### config.mk
export PLATFORM = sky130hd
export DESIGN_NAME = rrec_corners
export DESIGN_NICKNAME = d
export VERILOG_FILES = /design/src/sv/rrec_pkg.sv /design/src/sv/rrec_corners.sv
export SDC_FILE = /design/constraint.sdc
export NUM_CORES = 2
export LEC_CHECK = 0
export BUFFER_PORTS_ARGS = -buffer_cell sky130_fd_sc_hd__buf_2
export CAP_MARGIN = 20
export CORE_ASPECT_RATIO = 0.9
export CORE_MARGIN = 2
export CORE_UTILIZATION = 55
export DETAILED_ROUTE_END_ITERATION = 6
export PLACE_DENSITY_LB_ADDON = 0.1
export SLEW_MARGIN = 20
export SYNTH_ARGS = -nofsm -noshare
export SYNTH_HDL_FRONTEND = slang
export SYNTH_SLANG_ARGS = --single-unit
### constraint.sdc
create_clock -name clk -period 39 [get_ports clk]
set_input_delay 5.85 -clock clk [delete_from_list [all_inputs] [get_ports clk]]
set_output_delay 5.85 -clock clk [all_outputs]
set_load 0.05 [all_outputs]
### src/sv/rrec_pkg.sv
// ----------------------------------------------------------------------------
// rrec_pkg
// Shared constants, the quarter-wave sine table and its lookup functions
// for the rotated rectangle edge crossing pipeline.
// ----------------------------------------------------------------------------
package rrec_pkg;

    localparam int COORD_BITS_DEF = 16;
    localparam int TOL_BITS       = 8;
    localparam int ANGLE_BITS     = 9;
    localparam int TRIG_BITS      = 16;

    // round(sin(k deg) * 2^14), k = 0..90
    localparam logic [14:0] SINE_Q14 [0:90] = '{
        15'd0,     15'd286,   15'd572,   15'd857,   15'd1143,  15'd1428,
        15'd1713,  15'd1997,  15'd2280,  15'd2563,  15'd2845,  15'd3126,
        15'd3406,  15'd3686,  15'd3964,  15'd4240,  15'd4516,  15'd4790,
        15'd5063,  15'd5334,  15'd5604,  15'd5872,  15'd6138,  15'd6402,
        15'd6664,  15'd6924,  15'd7182,  15'd7438,  15'd7692,  15'd7943,
        15'd8192,  15'd8438,  15'd8682,  15'd8923,  15'd9162,  15'd9397,
        15'd9630,  15'd9860,  15'd10087, 15'd10311, 15'd10531, 15'd10749,
        15'd10963, 15'd11174, 15'd11381, 15'd11585, 15'd11786, 15'd11982,
        15'd12176, 15'd12365, 15'd12551, 15'd12733, 15'd12911, 15'd13085,
        15'd13255, 15'd13421, 15'd13583, 15'd13741, 15'd13894, 15'd14044,
        15'd14189, 15'd14330, 15'd14466, 15'd14598, 15'd14726, 15'd14849,
        15'd14968, 15'd15082, 15'd15191, 15'd15296, 15'd15396, 15'd15491,
        15'd15582, 15'd15668, 15'd15749, 15'd15826, 15'd15897, 15'd15964,
        15'd16026, 15'd16083, 15'd16135, 15'd16182, 15'd16225, 15'd16262,
        15'd16294, 15'd16322, 15'd16344, 15'd16362, 15'd16374, 15'd16382,
        15'd16384
    };

    function automatic logic signed [TRIG_BITS-1:0] sine_deg(input logic [ANGLE_BITS-1:0] d);
        logic [ANGLE_BITS-1:0] a;
        logic [ANGLE_BITS-1:0] r;
        logic [1:0]            q;
        logic [14:0]           v;
        a = (d >= 9'd360) ? d - 9'd360 : d;
        if (a < 9'd90)       begin q = 2'd0; r = a;          end
        else if (a < 9'd180) begin q = 2'd1; r = a - 9'd90;  end
        else if (a < 9'd270) begin q = 2'd2; r = a - 9'd180; end
        else                 begin q = 2'd3; r = a - 9'd270; end
        if (q[0]) v = SINE_Q14[7'(9'd90 - r)];
        else      v = SINE_Q14[7'(r)];
        sine_deg = q[1] ? -$signed({1'b0, v}) : $signed({1'b0, v});
    endfunction

    function automatic logic [ANGLE_BITS-1:0] cos_angle(input logic [ANGLE_BITS-1:0] d);
        logic [ANGLE_BITS-1:0] a;
        a = (d >= 9'd360) ? d - 9'd360 : d;
        cos_angle = (a >= 9'd270) ? a - 9'd270 : a + 9'd90;
    endfunction

endpackage

### src/sv/rrec_corners.sv
// ----------------------------------------------------------------------------
// rrec_corners
// Two-stage corner generator: trig lookup and products, then corner sums.
// ----------------------------------------------------------------------------
module rrec_corners #(
    parameter int COORD_BITS = rrec_pkg::COORD_BITS_DEF,
    parameter int PT_BITS    = COORD_BITS + 18
) (
    input  logic                                  clk,
    input  logic                                  adv,
    input  logic signed [COORD_BITS-1:0]          cx,
    input  logic signed [COORD_BITS-1:0]          cy,
    input  logic        [COORD_BITS-1:0]          w,
    input  logic        [COORD_BITS-1:0]          h,
    input  logic        [rrec_pkg::ANGLE_BITS-1:0] ang,
    output logic signed [PT_BITS-1:0]             px [4],
    output logic signed [PT_BITS-1:0]             py [4]
);
    import rrec_pkg::*;

    localparam int PB = COORD_BITS + TRIG_BITS + 1;

    logic signed [PB-1:0] wc_reg, ws_reg, hc_reg, hs_reg;
    logic signed [PT_BITS-1:0] cx_reg, cy_reg;
    logic signed [TRIG_BITS-1:0] s, c;

    assign s = sine_deg(ang);
    assign c = sine_deg(cos_angle(ang));

    always_ff @(posedge clk)
    begin
        if (adv)
        begin
            wc_reg <= $signed({1'b0, w}) * c;
            ws_reg <= $signed({1'b0, w}) * s;
            hc_reg <= $signed({1'b0, h}) * c;
            hs_reg <= $signed({1'b0, h}) * s;
            cx_reg <= PT_BITS'(cx) <<< 15;
            cy_reg <= PT_BITS'(cy) <<< 15;
        end
    end

    logic signed [PT_BITS-1:0] wc, ws, hc, hs;
    assign wc = PT_BITS'(wc_reg);
    assign ws = PT_BITS'(ws_reg);
    assign hc = PT_BITS'(hc_reg);
    assign hs = PT_BITS'(hs_reg);

    always_ff @(posedge clk)
    begin
        if (adv)
        begin
            px[0] <= cx_reg - wc + hs; py[0] <= cy_reg - ws - hc;
            px[1] <= cx_reg + wc + hs; py[1] <= cy_reg + ws - hc;
            px[2] <= cx_reg + wc - hs; py[2] <= cy_reg + ws + hc;
            px[3] <= cx_reg - wc - hs; py[3] <= cy_reg - ws + hc;
        end
    end
endmodule

### After elaboration in Yosys (flattened, before gate mapping)

Memories as Yosys holds them, arrays and structs flattened.
Index checks and enable logic that the tools add are counted.

| storage, ports and cells | value |
|---|---|
| output and inout port bits | 272 |
| bits of input ports | 75 |
| register bits after elaboration | 436 |
| word-level logic and storage cells | 91 |
| memories kept | 4 |
| memory bits (read-only) | 7680 |

| cells by class | value |
|---|---|
| $lt $le $gt $ge | 13 |
| bitwise gates (word level) | 4 |
| add/subtract/negate cells | 25 |
| muxes and demuxes | 27 |
| multipliers | 4 |

Memories:

| memory | depth | bits a word | read ports | clocked after Yosys merged registers in | write ports | RTL line | text |
|---|---|---|---|---|---|---|---|
| (no name shown) | 128 | 15 | 1 | 0 | 0 | rrec_pkg.sv:44 | `else v = SINE_Q14[7'(r)];` |
| (no name shown) | 128 | 15 | 1 | 0 | 0 | rrec_pkg.sv:43 | `if (q[0]) v = SINE_Q14[7'(9'd90 - r)];` |
| (no name shown) | 128 | 15 | 1 | 0 | 0 | rrec_pkg.sv:44 |  |
| (no name shown) | 128 | 15 | 1 | 0 | 0 | rrec_pkg.sv:43 |  |

Operators with widths:

| operator | number |
|---|---|
| $mux 15 | 10 |
| $add 34x33->34 | 4 |
| $sub 34x33->34 | 4 |
| $mul 17x16->33 | 4 |
| $add 31x33->34 | 2 |
| $sub 31x33->34 | 2 |
| $mux 7 | 6 |
| $ge 8x8->1 const B | 4 |
| $mux 16 | 2 |
| $neg 15->16 | 2 |
| $not 7->8 | 4 |
| $ge 9x9->1 const B | 3 |
| $mux 9 | 3 |
| $sub 9x9->9 const B | 3 |
| $lt 9x7->1 const B | 2 |
| $lt 9x8->1 const B | 2 |
| $lt 9x9->1 const B | 2 |
| $sub 7x6->7 const B | 2 |
| $sub 7x7->7 const A | 2 |
| $sub 7x7->7 const B | 2 |
| $add 9x7->9 const B | 1 |
| $mux 2 | 4 |
| $sub 7x4->7 const B | 1 |
| $mux 1 | 2 |

### Longest topological paths before layout

| logic depth | value |
|---|---|
| depth after elaboration | 19 |
| depth in mapped cells | 71 |
| gate-level depth less buffers | 65 |

### Worst setup path before layout

No wires, ideal clock.

| timing | value |
|---|---|
| path kind | in2reg |
| from | input port ang[1] (netlist name) |
| to | register wc_reg[31], data pin |
| slack | 18.587 ns |
| cell stages on the path | 67 |
| required time | 38.734 ns |
| setup time | 0.266 ns |
| data arrival time | 20.148 ns |
| path through | buf_1 inv_1 ha_1 and3b_1 buf_2 nor3_1 nor3_1 inv_1 ha_1 and2_1 clkbuf_1 nor3_1 a32o_1 a2111o_1 a21boi_1 o22ai_2 a211oi_2 or3_4 [31 not listed] inv_1 ha_1 a21oi_1 o21bai_1 a21oi_1 o21bai_1 a21oi_1 o21bai_1 a21o_1 a21oi_1 o21ai_0 o41a_1 a41o_1 o211a_1 o21a_1 o21a_1 o41ai_1 xnor2_1 |

| between the ends | value |
|---|---|
| longest elaborated chain between the ends | 19 |
| elaborated cells on any way between the ends | 35 |

Ends and longest elaborated chain:

| what | RTL line | text |
|---|---|---|
| start, declared | rrec_corners.sv:15 | `input logic [rrec_pkg::ANGLE_BITS-1:0] ang,` |
| $sub 9x9->9 / $ge 9x9->1 (equally long branches) | rrec_pkg.sv:50 | `a = (d >= 9'd360) ? d - 9'd360 : d;` |
| $mux 9 * | rrec_pkg.sv:50 |  |
| $add 9x7->9, or another cell as far along | rrec_pkg.sv:51 | `cos_angle = (a >= 9'd270) ? a - 9'd270 : a + 9'd90;` |
| $mux 9 * | rrec_pkg.sv:51 |  |
| $sub 9x9->9 / $ge 9x9->1 (equally long branches) | rrec_pkg.sv:38 | `a = (d >= 9'd360) ? d - 9'd360 : d;` |
| $mux 9 * | rrec_pkg.sv:38 |  |
| $lt 9x9->1, or another cell as far along | rrec_pkg.sv:41 | `else if (a < 9'd270) begin q = 2'd2; r = a - 9'd180; end` |
| $mux 7 | rrec_pkg.sv:41 |  |
| [2 not listed] | -- |  |
| $sub 7x7->7 | rrec_pkg.sv:43 |  |
| $not 7->8 (not written as such) | rrec_pkg.sv:43 |  |
| $mem_v2 128x15 | -- |  |
| $mux 15 (not written as such) (2 in series) | rrec_pkg.sv:43 |  |
| $mux 15 | rrec_pkg.sv:43 |  |
| $neg 15->16 | rrec_pkg.sv:45 | `sine_deg = q[1] ? -$signed({1'b0, v}) : $signed({1'b0, v});` |
| $mux 16 * | rrec_pkg.sv:45 |  |
| $mul 17x16->33 * | rrec_corners.sv:34 | `wc_reg <= $signed({1'b0, w}) * c;` |
| end signal, assigned | rrec_corners.sv:34 |  |
| end, declared | rrec_corners.sv:23 | `logic signed [PB-1:0] wc_reg, ws_reg, hc_reg, hs_reg;` |

Mark *: on every way between the ends. The rest lies on a longest branch, timed or not. The select of a mux whose other input is x is not followed.
A chain may end at the register's enable or synchronous reset.

### Final worst setup path

Ends and elaborated chain as after synthesis.

==> results.cfg <==
[synth]
synth.most_common_cell = inv_1
synth_seq_cells = 430
syn-instance-count = 9284
netlist_area_mm2 = 0.0795
synth_edf_count = 430
syn-num-nets = 11000
synthTopCellsByCount = inv_1 (1255), ha_1 (870), nand2_1 (858), fa_1 (786), a21oi_1 (488)
ys.flop_type = edfxtp_1
avgSynthCellArea_um2 = 8.57
yosys.area.top_type_share_pct = 19.8
netlist.top_cell.by_area = fa_1
ys_warn_count = 0
synthArstFlopShare_pct = 0
synth_cell_types = 124
synth_area_leaders = fa_1 (20%), edfxtp_1 (16%), ha_1 (14%)
ys_seq_area_share_pct = 16.2

[critical_path]
crit_type = input pin to register
critPathSlowestCell = and4_2
crit_fanout = 61
r2r_slack_ns = 32.20
cpMostUsedCell = inv_1
critical_path_arrival_ns = 24.10
critical_path.top_delay_family = compound AO/OA/AOI/OAI gates
start_kind = input pin
cp-end-kind = register
max_stage_delay_ns = 0.89
path_buf_inv = 14
cp.required_ns = 39.40

[detailed_routing]
drc = 0
vias = 69200
first_iter_violations = 7075
final_antenna_net_count = 0
vias_per_cell = 6.21
drtPass1Iterations = 6
routed_wl_um = 249000
wl_per_cell_um = 22.3

[floorplan]
ios = 347
core_mm2 = 0.144
rows = 132
die_w_um = 405
die-area_mm2 = 0.148
initial_core_util_pct = 55.3
die_y_um = 365

[place]
pre_cts_slack_ns = 14.65
hpwl_um = 182000
gp_congestion = 0.960
port_buffers = 346
placedInstanceArea_mm2 = 0.0826

[sta]
hold_violations = 0
whs_ns = 0.697
relSlewSlack_pct = 23.2
setup_tns_ns = 0
finalMaxSlewViolations = 0
finalCritPeriodShare_pct = 60.8
timing.final.ws_setup_ns = 15.30
fin_skew_ns = 0.0386
rsz0062_at_grt = no
period_minus_slack_ns = 23.70
max_freq_mhz = 42.2
tightest_slew_ns = 1.14
setup_viol = 0

[hold_path]
min_path_type = register to register

[cts]
ctsResizeCount = 0
root_buffer = clkbuf_16
tritoncts = yes
cts_hold_buf = 0
post_cts_buffers = 0
cts_made_buffers = 51
ctsHtreeMaxLevel = 2
clock_path_buffers = 3
clk_latency_ns = 0.68
clock_sinks = 430
clkSlewWorstSetupHoldPaths_ns = 0.06

[final_layout]
final_layout_size_suffix_gt1_share_pct = 8.37
fillers = 12900
largestRegisters = px: 133 flops, py: 133 flops
seq_area_mm2 = 0.0129
final_area_mm2 = 0.0844
synthToLayoutAreaGrowth_pct = 6.16
multi_input_area_mm2 = 0.0597
finalNetCount = 11000

[global_route]
grt.overflow.total = 0
grtUsageTotal_pct = 33.4
grt_max_degree = 103
antenna_found_initial = 10
grt_pass1_wl_um = 391000
grt_pass1_vias = 68400

[flow_run]
max-cap-violations = 0

[outcome]
status = complete, no violations
worst paths after layout:
path	startpoint	endpoint	cells after the start
max reg2reg	wc_reg[1]	px[33]	22
max	ang[1]	wc_reg[31]	61
min	hc_reg[0]	py[102]	2
min reg2reg	hc_reg[0]	py[102]	2
layer usage:
layer	vias to the layer above	part of all wire, %	global-route usage (%)	routed length (µm)
met3	539	9.4	5.40	23500
met1	33800	44	47.9	109000
met5	-	0.020	0	49
met2	3446	44	51.9	108000
li1	31500	-	-	-
met4	8	3.4	10.4	8490
cell type report:
class	count	area share, %
Tap cell	1876	2.78
Multi-Input combinational cell	6976	70.7
Clock inverter	43	0.597
Inverter	1259	5.60
Sequential cell	430	15.3
Clock buffer	53	1.52
Timing Repair Buffer	505	3.48
Antenna cell	6	0.0178
stage by stage:
| stage | utilization [%] | cells |
|---|---|---|
| floorplan | - | 9284 |
| global placement | 57.5 | 11000 |
| detailed placement | 57.5 | 11000 |
| CTS | 58.7 | 11100 |
| global route | 58.7 | 11100 |
| finish | 58.8 | 11100 |
worst reg2reg max path: cells and delay by family (launching register included):
kind                       cells  cell delay (ns)
AOI/OAI and AO/OA             17             4.68
xor gates and xnor gates       2             0.29
DFF                            1             0.55
adders and majority gates      2             0.82
buffers and inverters          1             0.22
cells in the final DEF (no fill, tap or decap), drive strengths merged, types with 87 or more instances in the layout:
cell	Yosys	routed
inv	1257	1261
nand2	859	859
o21bai	131	131
xnor2	390	390
and2	373	373
nor2	478	478
nor2b	132	132
buf	153	505
ha	870	870
a31oi	112	112
xor2	103	103
fa	786	786
o21ai	309	309
and3	87	87
nor3	275	275
mux2	87	87
nand3	223	223
edfxtp	430	430
a211oi	138	138
a21oi	494	494
cells by family (layout without fill, tap and decap cells):
logic type	after synthesis	in the layout	share of synthesized area, %
AOI/OAI and AO/OA	1930	1930	16.6
xor gates and xnor gates	494	494	5.49
adders and majority gates	1656	1656	33.5
buffers and inverters	1878	1860	9.20
DFF	430	430	16.2
muxes	135	135	2.01
other	0	6	0
and+or+nand+nor	2761	2761	17.0
Power is not shown: default switching activity piles up to over one toggle a cycle in this logic, so the estimate is an artifact.
